[config.mk]
export PLATFORM = sky130hd
export DESIGN_NAME = um_pdu_header_parser_core
export DESIGN_NICKNAME = d
export VERILOG_FILES = /design/src/rtl/core/uph_pkg.sv /design/src/rtl/core/uph_parser.sv /design/src/rtl/core/um_pdu_header_parser_core.sv
export SDC_FILE = /design/constraint.sdc
export NUM_CORES = 1
export LEC_CHECK = 0
export BUFFER_PORTS_ARGS = -buffer_cell sky130_fd_sc_hd__buf_2
export CAP_MARGIN = 20
export CORE_ASPECT_RATIO = 0.75
export CORE_UTILIZATION = 60
export CTS_CLUSTER_DIAMETER = 60
export DETAILED_ROUTE_END_ITERATION = 16
export PLACE_DENSITY = 0.86
export SYNTH_ARGS = -nofsm -noshare
export SYNTH_HDL_FRONTEND = slang
export SYNTH_HIERARCHICAL = 1
export SYNTH_SLANG_ARGS = --single-unit
[constraint.sdc]
create_clock -name clk -period 5.9 [get_ports clk]
set_input_delay 0.885 -clock clk [delete_from_list [all_inputs] [get_ports clk]]
set_output_delay 0.885 -clock clk [all_outputs]
set_load 0.02 [all_outputs]
[src/rtl/core/uph_pkg.sv]
// shared types and constants for the pdu header parser
package uph_pkg;

  localparam int unsigned MAX_LENGTH_INDICATORS = 32;
  localparam int unsigned LI_CNT_W = 6;

  typedef enum logic [2:0] {
    PH_FIRST   = 3'd0,
    PH_SECOND  = 3'd1,
    PH_LI_A    = 3'd2,
    PH_LI_B    = 3'd3,
    PH_LI_C    = 3'd4,
    PH_PAYLOAD = 3'd5,
    PH_DISCARD = 3'd6
  } phase_t;

  typedef enum logic [1:0] {
    KIND_HEADER  = 2'd0,
    KIND_LI      = 2'd1,
    KIND_PAYLOAD = 2'd2,
    KIND_ERROR   = 2'd3
  } kind_t;

  // one parsed result as it leaves the step logic
  typedef struct packed {
    logic        emit;
    kind_t       kind;
    logic [1:0]  framing_info;
    logic [9:0]  seq_number;
    logic [10:0] length_value;
    logic [4:0]  li_position;
    logic [7:0]  payload_value;
    logic        pdu_end;
  } result_t;

endpackage

[src/rtl/core/uph_parser.sv]
// parse state registers and per-item step logic
module uph_parser (
  input  logic             clk,
  input  logic             rst_n,
  input  logic             advance,
  input  logic             sn_long_mode,
  input  logic [7:0]       data_byte,
  input  logic             last_byte,
  output uph_pkg::result_t result
);
  import uph_pkg::*;

  phase_t                phase_r, phase_nxt;
  logic                  more_r, more_nxt;
  logic [LI_CNT_W-1:0]   li_cnt_r, li_cnt_nxt;
  logic [10:0]           partial_r, partial_nxt;
  logic [1:0]            framing_r, framing_nxt;
  logic [1:0]            sn_high_r, sn_high_nxt;

  logic                  li_limit;
  logic                  err;
  logic [10:0]           li_b_val;
  logic [10:0]           li_c_val;
  logic [LI_CNT_W-1:0]   li_cnt_inc;

  assign li_limit   = li_cnt_r >= LI_CNT_W'(MAX_LENGTH_INDICATORS);
  assign li_b_val   = partial_r | {7'd0, data_byte[7:4]};
  assign li_c_val   = partial_r | {3'd0, data_byte};
  assign li_cnt_inc = li_cnt_r + LI_CNT_W'(1);

  // error decode shared by next state and result
  always_comb begin
    err = 1'b0;
    case (phase_r)
      PH_FIRST: begin
        if (sn_long_mode) err = last_byte;
        else              err = data_byte[5] & last_byte;
      end
      PH_SECOND: err = more_r & last_byte;
      PH_LI_A:   err = last_byte;
      PH_LI_B:   err = li_limit | (more_r & last_byte);
      PH_LI_C:   err = li_limit | (more_r & last_byte);
      default:   err = 1'b0;
    endcase
  end

  // next state
  always_comb begin
    phase_nxt   = phase_r;
    more_nxt    = more_r;
    li_cnt_nxt  = li_cnt_r;
    partial_nxt = partial_r;
    framing_nxt = framing_r;
    sn_high_nxt = sn_high_r;
    case (phase_r)
      PH_FIRST: begin
        li_cnt_nxt = '0;
        if (sn_long_mode) begin
          framing_nxt = data_byte[4:3];
          more_nxt    = data_byte[2];
          sn_high_nxt = data_byte[1:0];
          phase_nxt   = PH_SECOND;
        end else begin
          more_nxt  = data_byte[5];
          phase_nxt = data_byte[5] ? PH_LI_A : PH_PAYLOAD;
        end
      end
      PH_SECOND: phase_nxt = more_r ? PH_LI_A : PH_PAYLOAD;
      PH_LI_A: begin
        more_nxt    = data_byte[7];
        partial_nxt = {data_byte[6:0], 4'd0};
        phase_nxt   = PH_LI_B;
      end
      PH_LI_B: begin
        if (!li_limit) begin
          li_cnt_nxt = li_cnt_inc;
          if (more_r) begin
            more_nxt    = data_byte[3];
            partial_nxt = {data_byte[2:0], 8'd0};
            phase_nxt   = PH_LI_C;
          end else begin
            phase_nxt = PH_PAYLOAD;
          end
        end
      end
      PH_LI_C: begin
        if (!li_limit) begin
          li_cnt_nxt = li_cnt_inc;
          phase_nxt  = more_r ? PH_LI_A : PH_PAYLOAD;
        end
      end
      default: phase_nxt = phase_r;
    endcase
    if (err) phase_nxt = PH_DISCARD;
    if (last_byte) begin
      phase_nxt   = PH_FIRST;
      more_nxt    = 1'b0;
      li_cnt_nxt  = '0;
      partial_nxt = '0;
      framing_nxt = '0;
      sn_high_nxt = '0;
    end
  end

  // result
  always_comb begin
    result         = '0;
    result.pdu_end = last_byte;
    case (phase_r)
      PH_FIRST: begin
        if (!sn_long_mode) begin
          result.emit         = 1'b1;
          result.kind         = KIND_HEADER;
          result.framing_info = data_byte[7:6];
          result.seq_number   = {5'd0, data_byte[4:0]};
        end
      end
      PH_SECOND: begin
        result.emit         = 1'b1;
        result.kind         = KIND_HEADER;
        result.framing_info = framing_r;
        result.seq_number   = {sn_high_r, data_byte};
      end
      PH_LI_B: begin
        result.emit         = 1'b1;
        result.kind         = KIND_LI;
        result.length_value = li_b_val;
        result.li_position  = li_cnt_r[4:0];
      end
      PH_LI_C: begin
        result.emit         = 1'b1;
        result.kind         = KIND_LI;
        result.length_value = li_c_val;
        result.li_position  = li_cnt_r[4:0];
      end
      PH_PAYLOAD: begin
        result.emit          = 1'b1;
        result.kind          = KIND_PAYLOAD;
        result.payload_value = data_byte;
      end
      default: result.emit = 1'b0;
    endcase
    if (err) begin
      result         = '0;
      result.emit    = 1'b1;
      result.kind    = KIND_ERROR;
      result.pdu_end = last_byte;
    end
  end

  always_ff @(posedge clk) begin
    if (!rst_n) begin
      phase_r   <= PH_FIRST;
      more_r    <= 1'b0;
      li_cnt_r  <= '0;
      partial_r <= '0;
      framing_r <= '0;
      sn_high_r <= '0;
    end else if (advance) begin
      phase_r   <= phase_nxt;
      more_r    <= more_nxt;
      li_cnt_r  <= li_cnt_nxt;
      partial_r <= partial_nxt;
      framing_r <= framing_nxt;
      sn_high_r <= sn_high_nxt;
    end
  end

endmodule

[src/rtl/core/um_pdu_header_parser_core.sv]
// top level of the unacknowledged-mode pdu header parser
// a byte accepted into the input register is stepped once the result slot is free or
// being emptied, and its result is offered from the result register; throughput: one
// byte per cycle unless out_stall holds a full result slot, set by the single parse
// step between registers; a byte that yields no result (first header byte in long
// mode, first li byte of a pair, discarded bytes after an error) still takes a step
// reset: synchronous active-low rst_n clears parse state, both valids and sn mode
module um_pdu_header_parser_core (
  input  logic        clk,
  input  logic        rst_n,
  // configuration
  input  logic        cfg_wr_en,
  input  logic        cfg_wr_data,
  // byte input channel
  input  logic        in_valid,
  output logic        in_stall,
  input  logic [7:0]  in_data_byte,
  input  logic        in_last_byte,
  // result channel
  output logic        out_valid,
  input  logic        out_stall,
  output logic [1:0]  out_kind,
  output logic [1:0]  out_framing_info,
  output logic [9:0]  out_seq_number,
  output logic [10:0] out_length_value,
  output logic [4:0]  out_li_position,
  output logic [7:0]  out_payload_value,
  output logic        out_pdu_end
);
  import uph_pkg::*;

  // sequence-number size, written by cfg_wr_en and read on the first byte of each pdu
  logic       sn_long_mode_r;

  // input register stage
  logic       in_valid_r;
  logic [7:0] in_byte_r;
  logic       in_last_r;

  // result register stage
  logic       out_valid_r;
  result_t    out_res_r;
  result_t    step_res;

  logic       in_accept;
  logic       advance;

  // the parse step fires when an item is held and the result slot is free
  // or being emptied this cycle
  assign advance   = in_valid_r & (~out_valid_r | ~out_stall);
  assign in_stall  = in_valid_r & ~advance;
  assign in_accept = in_valid & ~in_stall;

  always_ff @(posedge clk) begin
    if (!rst_n) begin
      sn_long_mode_r <= 1'b0;
    end else if (cfg_wr_en) begin
      sn_long_mode_r <= cfg_wr_data;
    end
  end

  // input register: refills in the same cycle it drains
  always_ff @(posedge clk) begin
    if (!rst_n) begin
      in_valid_r <= 1'b0;
    end else if (in_accept) begin
      in_valid_r <= 1'b1;
    end else if (advance) begin
      in_valid_r <= 1'b0;
    end
  end

  always_ff @(posedge clk) begin
    if (in_accept) begin
      in_byte_r <= in_data_byte;
      in_last_r <= in_last_byte;
    end
  end

  uph_parser u_parser (
    .clk          (clk),
    .rst_n        (rst_n),
    .advance      (advance),
    .sn_long_mode (sn_long_mode_r),
    .data_byte    (in_byte_r),
    .last_byte    (in_last_r),
    .result       (step_res)
  );

  // result register: bytes without a result leave the slot empty
  always_ff @(posedge clk) begin
    if (!rst_n) begin
      out_valid_r <= 1'b0;
    end else if (advance) begin
      out_valid_r <= step_res.emit;
    end else if (!out_stall) begin
      out_valid_r <= 1'b0;
    end
  end

  always_ff @(posedge clk) begin
    if (advance && step_res.emit) begin
      out_res_r <= step_res;
    end
  end

  assign out_valid         = out_valid_r;
  assign out_kind          = out_res_r.kind;
  assign out_framing_info  = out_res_r.framing_info;
  assign out_seq_number    = out_res_r.seq_number;
  assign out_length_value  = out_res_r.length_value;
  assign out_li_position   = out_res_r.li_position;
  assign out_payload_value = out_res_r.payload_value;
  assign out_pdu_end       = out_res_r.pdu_end;

endmodule
==> impl_metrics.csv <==
group,metric,value,unit
status,outcome,"finished clean",
power,seqPwrFrac,52.9,%
floorplan,rows,22,
drt,drc,0,
drt,final_antenna_net_count,0,
cts,cts_max_level,3,
worst_hold_path,whs_path_depth,2,
drt,first_pass_iters,5,
cts,cts_resized,0,
cts,ctsLongestPathBuffers,2,
critical_path,rr_worst_depth,7,
sta,setup-tns-final,0,ps
logic_synthesis,synth_top_area_share,44.5,%
drt,wirelength,6290,um
logic_synthesis,synth_enable_flop_cells,48,
finish,layout-drive-gt1-share,25.1,%
logic_synthesis,synth_area_leader_cell,"edfxtp_1",
critical_path,cp.depth,7,
floorplan,die_w,86.8,um
cts,cts_tree,"built",
finish,insertedDiodeCount,0,
logic_synthesis,ys_seq_elements,72,
floorplan,io_pins,56,
logic_synthesis,synth_area,3240,sq um
sta,finalHoldViolations,0,
cts,postCtsSetupBuffers,0,
sta,fmax,278,MHz
cts,ctsHoldBuffers,0,
global_routing,grt-ovfl-total,0,
cts,clk_latency,340,ps
drt,routedWlPerCell,15.5,um
logic_synthesis,yosysUniqueCellTypes,52,
sta,worst_slack,2300,ps
power,peakVddDrop,0.231,mV
finish,syn_to_final_growth,16.5,%
critical_path,critPathCaptureType,"register",
drt,drt-initial-drc-count,214,
critical_path,cp_num_buf_inv,1,
power,power_density,294,nW/um^2
sta,period_share,60.9,%
critical_path,cp_top_family,"compound AO/OA/AOI/OAI gates",
power,p_switching,0.265,mW
critical_path,crit_path_max_fanout,24,
logic_synthesis,ys_seq_area_share,59.4,%
critical_path,worstPathArrival,3650,ps
sta,fin_crit,3600,ps
critical_path,cp_cell_sequence,"and3b_1 > nor2_8 > o211ai_2 > or3_1 > nand2_1 > a21oi_4 > buf_16",
critical_path,cp_slowest_stage_delay,800,ps
cts,clockRootBuffer,"clkbuf_8",
sta,finalSetupViolations,0,
power,intPower,0.843,mW
flow_run,maxCapViolCount,0,
power,pwr-share-clk,36.8,%
placement,dp_slack,2070,ps
worst_hold_path,hp-class,"register to register",
logic_synthesis,ys_warn_count,6,
cts,cts_buffers,9,
logic_synthesis,synthCells,278,
critical_path,slowest_stage,"dfxtp_1",
sta,rsz0062_at_grt,"false",
logic_synthesis,ys_top_cells_by_area,"edfxtp_1 45%, dfxtp_1 15%, and2_1 5.0%",
global_routing,grt_pass1_wl,10000,um
logic_synthesis,synth_most_common_cell,"edfxtp_1",
logic_synthesis,ys_top_cells_by_count,"48 x edfxtp_1, 26 x and2_1, 25 x nand2_1",
global_routing,globalRouteTotalUtil,24.2,%
sta,relSlewSlack,37.8,%
sta,skew,7.35,ps
global_routing,grt_pass1_vias,2012,
finish,nNetsFinal,347,
logic_synthesis,synth_ff_type,"edfxtp_1",
critical_path,start_kind,"register",
drt,vias,2314,
global_routing,grt_max_degree,40,
power,p_comb_share,10.3,%
placement,gp_congestion,0.917,
logic_synthesis,synth_nets,295,
power,leakage,1.42,nW
logic_synthesis,syn_avg_cell_area,11.6,sq um
placement,io_buffers,55,
cts,cts.sinks,72,
sta,slew_viol_final,0,
sta,worst_pin_slew,931,ps
floorplan,dieArea,5700,sq um
floorplan,start_util,64.3,%
placement,post-dp-hpwl,4270,um
critical_path,worstPathRequired,5950,ps
cts,path_clk_slew,70,ps
global_routing,antenna_found_initial,0,
critical_path,crit_type,"register to register",
drt,vias_per_cell,5.70,
floorplan,die_h,65.6,um
power,switching_share,23.9,%
logic_synthesis,postSynth.asyncResetShare,0,%
floorplan,core_area,5040,sq um
[final timing paths]
path / from / endpoint / slack, ps
worst max-delay path: u_parser/phase_r[1]$_SDFFE_PN0P_ / out_length_value[1]$_DFFE_PP_ / 2300
worst min-delay path: u_parser/partial_r[9]$_SDFFE_PN0P_ / u_parser/partial_r[9]$_SDFFE_PN0P_ / 460
worst max register to register: u_parser/phase_r[1]$_SDFFE_PN0P_ / out_length_value[1]$_DFFE_PP_ / 2300
worst min register to register: u_parser/partial_r[9]$_SDFFE_PN0P_ / u_parser/partial_r[9]$_SDFFE_PN0P_ / 460
[routing by layer]
layer | vias up | track usage (%) | wire length [um]
li1 | 1100 | - | -
met1 | 1097 | 32.9 | 2810
met2 | 104 | 37.1 | 2910
met3 | 13 | 7.04 | 460
met4 | 0 | 8.75 | 119
met5 | - | 0 | 0
[registers in the layout (all words and copies together), names as in the netlist, 2 cells and up]
register            count
in_byte_r               8
out_framing_info        2
out_kind                2
out_length_value       11
out_li_position         5
out_payload_value       8
out_seq_number         10
u_parser/framing_r      2
u_parser/li_cnt_r       6
u_parser/partial_r      7
u_parser/phase_r        3
u_parser/sn_high_r      2
[cells in the final DEF (no fill, tap or decap), types with 3 or more instances in the layout]
cell type   n
o21ai_0     6
a21boi_0    9
a22oi_1     9
inv_1       4
mux2i_1     5
a21oi_1    11
nor2b_1    12
and2_1     26
nor2_1     19
o31ai_2     3
buf_2      55
xor2_1      3
nand2_1    25
nand3_1     7
nor3_1      5
dfxtp_1    24
o21a_1      3
clkbuf_8    9
nand2b_1    5
edfxtp_1   48
[worst reg2reg max path: cells and delay by family, from the launching register on]
family                 cells  cell delay (ps)
AOI/OAI and AO/OA          2             1270
buffers and inverters      1              240
DFF                        1              800
and+or+nand+nor            4              990
[power groups by stage]
stage	Clock (mW)	Sequential, mW	Combinational [mW]
3_3_place_gp	0	0.596	0.108
3_5_place_dp	0	0.597	0.110
6_report	0.408	0.586	0.114
5_1_grt	0.442	0.588	0.123
2_1_floorplan	0	0.607	0.0656
4_1_cts	0.416	0.586	0.110
[per-stage QoR]
stage               power [mW]  util, %  std cells  instance area, sq um  hold WS, ps
global placement         0.704     70.2        390                  3530          448
detailed placement       0.707     70.2        390                  3530          453
finish                    1.11     74.9        406                  3770          461
global route              1.15     74.9        406                  3770          472
floorplan                0.673        -        278                  3240          436
CTS                       1.11     74.3        405                  3740          461
[cell families after synthesis]
kind of cell    Yosys count  synth area share [%]
simple gates            119                  21.1
flops                    72                  59.4
compound gates           57                  13.2
buf+inv                  19                  2.90
mux                       5                  1.55
xor+xnor                  4                  1.08
fa+ha+maj                 2                 0.773
[final cells by class]
class | instances | area (sq um)
Timing Repair Buffer | 56 | 303
Fill cell | 358 | 1270
Clock buffer | 10 | 128
Sequential cell | 72 | 1920
Clock inverter | 5 | 81.3
Inverter | 4 | 15.0
Tap cell | 72 | 90.1
Multi-Input combinational cell | 187 | 1230
Note: power is estimated with default switching activity, not from simulation.
